--- config.mk ---
export PLATFORM = sky130hd
export DESIGN_NAME = rmq_sqrt
export DESIGN_NICKNAME = d
export VERILOG_FILES = /design/src/rtl/core/rotation_matrix_to_quaternion_unit_assert.svh /design/src/rtl/core/rmq_sqrt.sv
export SDC_FILE = /design/constraint.sdc
export NUM_CORES = 1
export LEC_CHECK = 0
export BUFFER_PORTS_ARGS = -buffer_cell sky130_fd_sc_hd__buf_2
export CAP_MARGIN = 0
export CORE_ASPECT_RATIO = 1.75
export CORE_MARGIN = 1
export CORE_UTILIZATION = 50
export DETAILED_ROUTE_END_ITERATION = 10
export PLACE_DENSITY = 0.66
export SYNTH_ARGS = -nofsm -noshare
export SYNTH_HDL_FRONTEND = slang
export SYNTH_SLANG_ARGS = --single-unit
export TNS_END_PERCENT = 10
--- constraint.sdc ---
create_clock -name clk -period 7.5 [get_ports clk]
set_clock_uncertainty 0.05 [all_clocks]
set_input_delay 1.125 -clock clk [delete_from_list [all_inputs] [get_ports clk]]
set_output_delay 1.125 -clock clk [all_outputs]
set_load 0.05 [all_outputs]
--- src/rtl/core/rotation_matrix_to_quaternion_unit_assert.svh ---
// Assertion macros shared by the rotation-matrix-to-quaternion RTL.
// Files that assert include this header; it needs clk and rst in scope.
`ifndef ROTATION_MATRIX_TO_QUATERNION_UNIT_ASSERT_SVH
`define ROTATION_MATRIX_TO_QUATERNION_UNIT_ASSERT_SVH

// Same-cycle implication, quiet during reset.
`define RMQ_ASSERT_IMPLY(lbl, pre, post, msg) \
  lbl: assert property (@(posedge clk) disable iff (rst) (pre) |-> (post)) else $error(msg);

// Next-cycle implication, quiet during reset.
`define RMQ_ASSERT_NEXT(lbl, pre, post, msg) \
  lbl: assert property (@(posedge clk) disable iff (rst) (pre) |=> (post)) else $error(msg);

`endif

--- src/rtl/core/rmq_sqrt.sv ---
// Pipelined integer square root, one result bit per stage, with a sideband
// that travels alongside. Depends on nothing beyond its parameters.
`timescale 1ns / 1ps

module rmq_sqrt #(
  parameter int RW = 20,
  parameter int SW = 8
) (
  input  logic            clk,
  input  logic            rst,
  input  logic            en,
  input  logic            in_vld,
  input  logic [2*RW-1:0] value,
  input  logic [SW-1:0]   side_in,
  output logic            out_vld,
  output logic [RW-1:0]   root,
  output logic [SW-1:0]   side_out
);
  localparam int LW = 2 * RW;

  logic [LW-1:0] rem  [0:RW];
  logic [LW-1:0] acc  [0:RW];
  logic [SW-1:0] side [0:RW];
  logic          vld  [0:RW];

  assign rem[0]  = value;
  assign acc[0]  = '0;
  assign side[0] = side_in;
  assign vld[0]  = in_vld;

  for (genvar i = 0; i < RW; i++) begin : g_stage
    localparam logic [LW-1:0] BIT = LW'(1) << (2 * (RW - 1 - i));
    logic [LW-1:0] trial;
    logic          take;
    assign trial = acc[i] + BIT;
    assign take  = rem[i] >= trial;
    always_ff @(posedge clk) begin
      if (rst) begin
        vld[i+1] <= 1'b0;
      end else if (en) begin
        vld[i+1] <= vld[i];
      end
      if (en) begin
        rem[i+1]  <= take ? rem[i] - trial : rem[i];
        acc[i+1]  <= take ? (acc[i] >> 1) + BIT : acc[i] >> 1;
        side[i+1] <= side[i];
      end
    end
  end

  assign out_vld  = vld[RW];
  assign root     = acc[RW][RW-1:0];
  assign side_out = side[RW];
endmodule

# Word level (Yosys, flattened, before mapping)
# Index checks and enable logic that the tools add are counted.
# classes
add_sub_neg	57
magnitude_cmp	20
n_mux	39
# op_table
cell	n
$ge 40x40->1	19
$mux 40	19
$mux 39	19
$sub 40x40->40	18
$add 39x11->40 const B	1
$add 39x13->40 const B	1
$add 39x15->40 const B	1
$add 39x17->40 const B	1
$add 39x19->40 const B	1
$add 39x21->40 const B	1
$add 39x23->40 const B	1
$add 39x25->40 const B	1
$add 39x27->40 const B	1
$add 39x29->40 const B	1
$add 39x3->40 const B	1
$add 39x31->40 const B	1
$add 39x33->40 const B	1
$add 39x35->40 const B	1
$add 39x37->40 const B	1
$add 39x5->40 const B	1
$add 39x7->40 const B	1
$add 39x9->40 const B	1
$add 40x1->40 const B	1
$add 40x11->40 const B	1
21 further kinds	21
# totals
ff_bits	1720
inputBits	52
out_inout_bits	29
elab_cells	213

# Longest topological paths before layout
# Gate-level depths: netlist (run 1).
# logic_depth
word_depth	3
ltp_mapped	12
depth_no_buf	11

# Worst setup path before layout (run 1)
# Ideal clock, no wire load.
# synth_timing
path_type	reg2reg
start	reg rem[429] (netlist name)
end	reg rem[387] (netlist name) (data pin)
setup_ns	0.260
t_arrival_ns	2.748
required_ns	7.190
setup_slack_ns	4.442
stages_incl_launch_ff	9
n_path_buf	1
synth_period_minus_slack_ns	3.058
path_cell_list	edfxtp_1 ha_1 or4_4 or3_4 or4_4 nor4_1 o311a_2 buf_6 mux2_2
# synth_between
elab_chain_len	2
# synth_rtl
element	line_no	text
start, declared	rmq_sqrt.sv:21	logic [LW-1:0] rem [0:RW];
start signal, assigned by index	rmq_sqrt.sv:44	rem[i+1] <= take ? rem[i] - trial : rem[i];
$ge 40x40->1	rmq_sqrt.sv:36	assign take = rem[i] >= trial;
$mux 40	rmq_sqrt.sv:44	
# No other way between the ends.
# A chain may end at the register's enable or synchronous reset.

# Worst setup path after layout (run 1)
# layout_timing
start	reg rem[140] (netlist name)
end	reg rem[116] (netlist name) (data pin)
# layout_between
elab_chain_len	2
word_cells_on_any_way	3
classes_between	1 x add/sub; 1 x order compare; 1 x mux
# layout_rtl
element	line_no
$sub 40x40->40 / $ge 40x40->1 (equally long branches)	rmq_sqrt.sv:44, rmq_sqrt.sv:36
$mux 40 *	rmq_sqrt.sv:44
# Every way passes the cells marked *; elsewhere a longest branch is shown, timed or not.

==> impl_metrics.toml, run 1 <==
[cts]
clock_tree.root_cell = "clkbuf_16"
clk_pin_slew_worst_paths_ns = 0.06
cts_sinks = 1150
cts.path.max_buffers = 3
cts_tree = "built"
clk_latency_ns = 0.72
cts_setup_buffers = 0
cts_resized = 0
htreeDepth = 3
cts_hold_buf = 0
numCtsBuffers = 104

[logic_synthesis]
synth_cell_types = 89
synth-edff-count = 1130
synth_compound_area_frac = 0.0761
synth_commonest_cells = "edfxtp_1, inv_1, nor2_1, ha_1, nand2_1"
synth_xor_area_frac = 0.0538
yosysWarnings = 0
synthArstFlopShare = 0
avgSynthCellArea_um2 = 13.6
syn_area_um2 = 51500
ys.flop_type = "edfxtp_1"
synth_seq_cells = 1150
synth-simple-area-share = 0.106
synth_fa_ha_area_frac = 0.0550
synth_top_area_frac = 0.659
synth_seq_area_share = 0.667
synth_area_leader_cell = "edfxtp_1"
syn_nets = 4072
synth_top_family_by_area = "simple AND/OR/NAND/NOR gates"
synth_area_leaders = "edfxtp_1, ha_1, xnor2_1, xor2_1, a21oi_1"
synth.most_common_cell = "edfxtp_1"
synthMuxAreaShare = 0.0134
synthCells = 3794

[timing]
final.min_clock_period_ns = 4.69
fin_ws_ns = 2.81
finalSetupViolCount = 0
timing.final.crit_share = 0.626
worst_slew_pin_slew_ns = 1.11
maxSlewHeadroom = 0.253
drv_slew = 0
clock.fmax_ghz = 0.213
rsz0062_at_grt = "no"
fin_setup_tns_ns = 0
hold_violations = 0

[global_route]
grt_max_degree = 186
grt_usage = 0.197
antenna_found_initial = 1
overflow = 0
grt_pass1_wl_mm = 157
grt_pass1_vias = 31200

[routing]
ant_nets = 0
wirelength_mm = 102
viasPerCell = 5.52
drc = 0
avgRoutedWirePerCell_um = 19.0
routed-via-count = 29600
drt_iter0_markers = 1448
dr.pass1.iters = 5

[flow_run]
maxCapViolCount = 0

[place]
numPortBuffers = 80
place_ws_ns = 2.67
place_congestion = 0.931
place_inst = 5163
hpwlAfterDp_mm = 75.1

[floorplan]
dieArea_um2 = 104000
initial_core_util = 0.504
fp.dieH_um = 426
core_area_um2 = 102000
rows = 155
ioPinCount = 81
die_x_um = 244

[finish]
drive_above_1_share = 0.0899
n_antenna_cell = 0
nFillCells = 8331
syn2layout_area_growth_pct = 10.9
fin_nets = 4213
fin_cells = 5359

[critical_path]
critPathRequiredTime_ns = 7.86
crit_arrival_ns = 5.06
crit_type = "reg -> reg"
worst_setup_path_end_kind = "register"
cp_max_fo = 6
startpoint_type = "register"

[min_path]
min_path_type = "reg -> reg"

[power_and_ir_drop]
power.leakage_nw = 21.2
vdd_drop_max_mv = 0.223
power_density_nw_per_um2 = 292

[outcome]
outcome = "completed"
==> metrics by stage <==
stage	util	area, um2	hold slack, ns	power (mW)
floorplan	-	51500	0.350	10.2
global placement	0.524	53400	0.350	11.1
detailed placement	0.524	53400	0.355	11.2
CTS	0.559	57100	0.347	16.8
global route	0.559	57100	0.358	17.3
finish	0.559	57100	0.354	16.6
==> layout by cell type, fill, tap and decap left out, drive strengths merged, types with 52 or more instances in the layout <==
cell type / instances
xor2: 140
nand2: 221
xnor2: 176
nor4: 105
nor3: 101
edfxtp: 1130
a21o: 52
inv: 276
buf: 116
nand3: 63
nor2: 264
ha: 226
o21ai: 162
clkbuf: 126
a21oi: 214
==> final cells by class <==
class,instances,area [um2],share of cell area
clock buffers,126,2750,0.0482
clock inverters,70,892,0.0156
inverters,271,1020,0.0178
multi-input cells,2292,15700,0.275
flip-flops and latches,1150,34300,0.602
well taps,1334,1670,0.0292
repair buffers,116,741,0.0130
==> where the power goes <==
group / total [mW] / internal (mW) / leakage [nW] / switching (mW)
logic: 2.58 / 1.06 / 8.41 / 1.52
registers: 8.43 / 7.96 / 11.0 / 0.472
clock network: 5.63 / 3.26 / 1.78 / 2.37
==> path summary, 6_finish.rpt <==
path,startpoint,endpoint,slack (ns),cells after the start
setup / recovery,rem[140],rem[116],2.81,9
hold / removal,side[60],side[52],0.35,0
setup reg to reg,rem[140],rem[116],2.81,9
hold reg to reg,side[60],side[52],0.35,0
==> worst max-delay path: stages, from the launching register on <==
cell and delay (ns):
edfxtp_1 0.40, ha_1 0.40, nand4b_1 0.27, nor4_1 0.98, nand4_1 0.66, nand4bb_1 0.39
or3_1 0.24, nand2_1 0.13, a2111oi_0 0.73, xor2_1 0.13
==> per-layer routing <==
layer,global-route usage,up-vias,part of all wire
met5,0,-,0
met4,0.142,0,0.071
met3,0.0268,290,0.026
met2,0.441,511,0.63
met1,0.135,14400,0.27
li1,-,14400,-
==> flip-flops by register name, indices dropped and copies added (netlist names) <==
signal    count
root         20
vld          19
out_vld       1
side_out      8
acc         190
rem         760
side        152
==> kinds of logic after synthesis <==
| family | after synthesis |
|---|---|
| AND/OR/NAND/NOR | 1054 |
| adder cells (fa/ha/maj) | 226 |
| AO/OA/AOI/OAI | 632 |
| XOR/XNOR | 316 |
| flip-flops | 1150 |
| buffers and inverters | 352 |
| multiplexers | 64 |
Note: power is estimated with default switching activity, not from simulation.
==> run 2: changes to the inputs <==
clock period = 4.8 ns   (was 7.5 ns; I/O delays follow)
==> run 2 against run 1 <==
Against the previous run: fmax grew 11%; combinational power grew 56%; global-route usage shrank 0.45 points; largest cell class unchanged; setup slack lost 2.2 ns; critical endpoint is now rem[196]; routed wire length shrank 2.7%; hold slack lost 0.24 ns; core utilization grew 0.16 points; critical path type unchanged; design area grew 0.29%; sequential share of layout area shrank 0.17 points; via count grew 0.41%.
==> impl_metrics.toml, run 2 (synthesis gave the netlist of run 1 again) <==
[floorplan]
initial_core_util = 0.504
core_area_um2 = 102000
die_x_um = 244
dieArea_um2 = 104000
ioPinCount = 81
fp.dieH_um = 426
rows = 155

[global_route]
grt_pass1_wl_mm = 154
antenna_found_initial = 0
overflow = 0
grt_max_degree = 153
grt_usage = 0.193
grt_pass1_vias = 31400

[flow_run]
maxCapViolCount = 0

[cts]
numCtsBuffers = 103
cts_resized = 0
cts_sinks = 1150
cts_hold_buf = 0
cts.path.max_buffers = 3
cts_tree = "built"
cts_setup_buffers = 0
htreeDepth = 3
clock_tree.root_cell = "clkbuf_16"
clk_pin_slew_worst_paths_ns = 0.06
clk_latency_ns = 0.72

[finish]
fin_nets = 4236
syn2layout_area_growth_pct = 11.2
largest_register_ffs = 760
fin_area_um2 = 57200
multi_input_area_um2 = 15700
final_cell_mix = "edfxtp_1, inv_1, nor2_1"
largest-register = "rem"
final_common_cell = "edfxtp_1"
regArea_um2 = 34300
n_antenna_cell = 0
reg.largest.list = "rem: 760 flops, acc: 190 flops, side: 152 flops"
nFillCells = 8315
drive_above_1_share = 0.0930

[power_and_ir_drop]
power_density_nw_per_um2 = 449
vdd_drop_max_mv = 0.363
power.leakage_nw = 21.3

[timing]
final.min_clock_period_ns = 4.23
timing.final.crit_share = 0.881
finalSetupViolCount = 0
maxSlewHeadroom = 0.214
worst_slew_pin_slew_ns = 1.15
rsz0062_at_grt = "no"
fin_setup_tns_ns = 0
drv_slew = 0
clock.fmax_ghz = 0.236
hold_violations = 0

[critical_path]
crit_arrival_ns = 4.62
critical_path.top_delay_family = "simple AND/OR/NAND/NOR gates"
cp_max_fo = 28
path_cells = "ha_1, inv_1, nor4_1, nand4_1, a2111oi_0, and4bb_1, buf_4, nor4_1, buf_4, nand3_1, xnor2_1"
worst_setup_path_end_kind = "register"
crit_type = "reg -> reg"
critical-path-max-stage-delay_ns = 1.07
critPathRequiredTime_ns = 5.19
startpoint_type = "register"
crit_slowest_cell = "a2111oi_0"
critical_path_buf_inv_count = 3

[place]
hpwlAfterDp_mm = 74.2
place_congestion = 0.916
numPortBuffers = 80
placed_area_um2 = 53700

[routing]
avgRoutedWirePerCell_um = 18.5
drt_iter0_markers = 1433
wirelength_mm = 99.3
routed-via-count = 29700
dr.pass1.iters = 5
drc = 0
ant_nets = 0
viasPerCell = 5.53

[min_path]
min_path_type = "in -> reg"

[outcome]
outcome = "completed"
-- run 2: cell types whose count changed in the layout (fill, tap and decap cells not counted), moves of 2 or more --
cell       previous run  this run
buf_12                5        12
buf_4                30        48
bufinv_16            18        14
clkbuf_1             15        22
clkbuf_2              3         0
clkbuf_8              2         4
clkinv_2             20        15
inv_6                 2         0
-- run 2: where the power goes --
| group | total [mW] | switching, mW | internal (mW) | leakage, nW |
|---|---|---|---|---|
| logic | 4.03 | 2.35 | 1.68 | 8.56 |
| clock network | 8.54 | 3.67 | 4.87 | 1.70 |
| registers | 13.1 | 0.706 | 12.4 | 11.0 |
-- run 2: stage by stage --
stage	cells	utilization	power [mW]	hold WS [ns]	setup WS (ns)
global placement	5187	0.526	17.2	0.351	0.625
floorplan	3794	-	16.0	0.350	1.74
CTS	5379	0.561	25.9	0.0700	0.494
detailed placement	5187	0.526	17.4	0.355	0.509
global route	5379	0.561	26.8	0.0990	0.447
finish	5379	0.561	25.7	0.117	0.571
-- run 2: path summary, 6_finish.rpt --
kind / startpoint / depth (start not counted) / endpoint / slack, ns
hold / removal: value[2] / 1 / rem[762] / 0.12
hold reg to reg: side[66] / 0 / side[58] / 0.36
setup reg to reg: rem[211] / 11 / rem[196] / 0.57
setup / recovery: rem[211] / 11 / rem[196] / 0.57
-- run 2: layer usage --
layer | global-route usage | up-vias | part of all wire | routed length (um)
li1 | - | 14500 | - | -
met1 | 0.133 | 14400 | 0.27 | 27000
met2 | 0.424 | 575 | 0.62 | 61700
met3 | 0.0216 | 316 | 0.026 | 2550
met4 | 0.157 | 0 | 0.081 | 8020
met5 | 0 | - | 0 | 0
-- run 2: cell type report --
type / instances / share of cell area
multi-input cells: 2292 / 0.274
well taps: 1334 / 0.0292
repair buffers: 140 / 0.0177
clock buffers: 131 / 0.0483
inverters: 271 / 0.0178
flip-flops and latches: 1150 / 0.600
clock inverters: 61 / 0.0134
==> run 3: changes to the inputs <==
MAX_ROUTING_LAYER = met4   (was not set)
==> run 3 against run 2 <==
Against the previous run: fmax down 2.5%; sequential share of layout area up 0.39 points; die area unchanged; critical path type unchanged.
==> impl_metrics.toml, run 3 (synthesis gave the netlist of run 1 again) <==
[outcome]
outcome = "completed"

[finish]
largest_register_ffs = 760
largest-register = "rem"
n_antenna_cell = 0
drive_above_1_share = 0.0891
fin_cells = 5363
final_common_cell = "edfxtp_1"
reg.largest.list = "rem: 760 flops, acc: 190 flops, side: 152 flops"
syn2layout_area_growth_pct = 10.5
fin_nets = 4225
fin_util = 0.558
final_cell_mix = "edfxtp_1, inv_1, nor2_1"

[critical_path]
crit_arrival_ns = 4.71
crit_type = "reg -> reg"
r2r_slack_ns = 0.46
rr_worst_depth = 10
critPathRequiredTime_ns = 5.18
startpoint_type = "register"
r2r_start = "rem[210]"
r2r_end = "rem[196]"
cp_max_fo = 28
worst_setup_path_end_kind = "register"

[timing]
fin_ws_ns = 0.464
hold_violations = 0
final.min_clock_period_ns = 4.34
drv_slew = 0
rsz0062_at_grt = "no"
worst_slew_pin_slew_ns = 1.31
finalSetupViolCount = 0
fin_setup_tns_ns = 0
maxSlewHeadroom = 0.106
clock.fmax_ghz = 0.231
timing.final.crit_share = 0.903
hold_slack_ns = 0.134

[power_and_ir_drop]
pwr-share-comb = 0.160
swShare = 0.266
p_sw_mw = 6.69
pwr-share-clk = 0.319
power_density_nw_per_um2 = 443
power.leakage_nw = 21.1
p_int_mw = 18.5
power_frac_seq = 0.522
vdd_drop_max_mv = 0.390

[cts]
numCtsBuffers = 102
cts_hold_buf = 0
cts.path.max_buffers = 3
cts_resized = 0
clk_latency_ns = 0.70
clk_pin_slew_worst_paths_ns = 0.07
clock_tree.root_cell = "clkbuf_16"
cts_sinks = 1150
cts_tree = "built"
htreeDepth = 3
cts_setup_buffers = 0

[global_route]
grt_usage = 0.199
grt_pass1_wl_mm = 154
overflow = 0
grt_pass1_vias = 31200
grt_max_degree = 157
antenna_found_initial = 0

[place]
hpwlAfterDp_mm = 73.7
place_ws_ns = 0.586
place_inst = 5177
place_congestion = 0.929
numPortBuffers = 80

[floorplan]
rows = 155
initial_core_util = 0.504
dieArea_um2 = 104000
core_area_um2 = 102000
fp.dieH_um = 426
die_x_um = 244
ioPinCount = 81

[routing]
avgRoutedWirePerCell_um = 18.5
ant_nets = 0
drc = 0
dr.pass1.iters = 5
viasPerCell = 5.52
drt_iter0_markers = 1356
wirelength_mm = 99.2
routed-via-count = 29600

[min_path]
min_path_type = "in -> reg"
hold_path_end = "rem[794]"
min-delay-start = "value[34]"
hold_depth = 1

[flow_run]
maxCapViolCount = 0
==> run 3: worst max-delay path by stage <==
stage	from	endpoint	depth (start not counted)
after floorplan	rem[429]	rem[387]	8
after global placement	rem[101]	rem[62]	8
after detailed placement	rem[101]	rem[62]	8
after CTS	rem[101]	rem[62]	8
after global routing	rem[101]	rem[62]	8
final	rem[210]	rem[196]	10
==> run 3: cell type report <==
| class | instances | area [um2] |
|---|---|---|
| clock buffer | 126 | 2700 |
| clock inverter | 60 | 558 |
| fill | 8314 | 45100 |
| inverter | 271 | 1020 |
| multi-input combinational | 2292 | 15700 |
| sequential | 1150 | 34300 |
| tap | 1334 | 1670 |
| timing repair buffer | 130 | 923 |
==> run 3: worst max-delay path, cell delays in order, from the launching register on <==
cell	delay, ns
edfxtp_1	0.39
ha_1	0.36
nor4b_1	0.35
nand4_1	0.25
a2111oi_0	1.18
and4bb_1	0.32
buf_4	0.23
nor4_1	0.42
buf_4	0.24
nand3_1	0.11
xnor2_1	0.17
==> run 3: metrics by stage <==
stage / area, um2 / total power [mW]
final: 56900 / 25.2
after global routing: 56900 / 26.3
after CTS: 56900 / 25.4
after detailed placement: 53600 / 17.4
after global placement: 53600 / 17.2
after floorplan: 51500 / 16.0
==> run 3: layer usage <==
metal	track usage	part of all wire
met5	-	0
met2	0.434	0.63
met1	0.133	0.27
met4	0.133	0.068
met3	0.0219	0.025
==> run 3: power by group through the flow <==
stage | clock network [mW] | logic, mW | registers [mW]
after floorplan | 0 | 2.92 | 13.1
after global placement | 0 | 3.95 | 13.3
after detailed placement | 0 | 4.02 | 13.3
after CTS | 8.21 | 4.05 | 13.1
after global routing | 8.57 | 4.46 | 13.2
final | 8.02 | 4.02 | 13.1
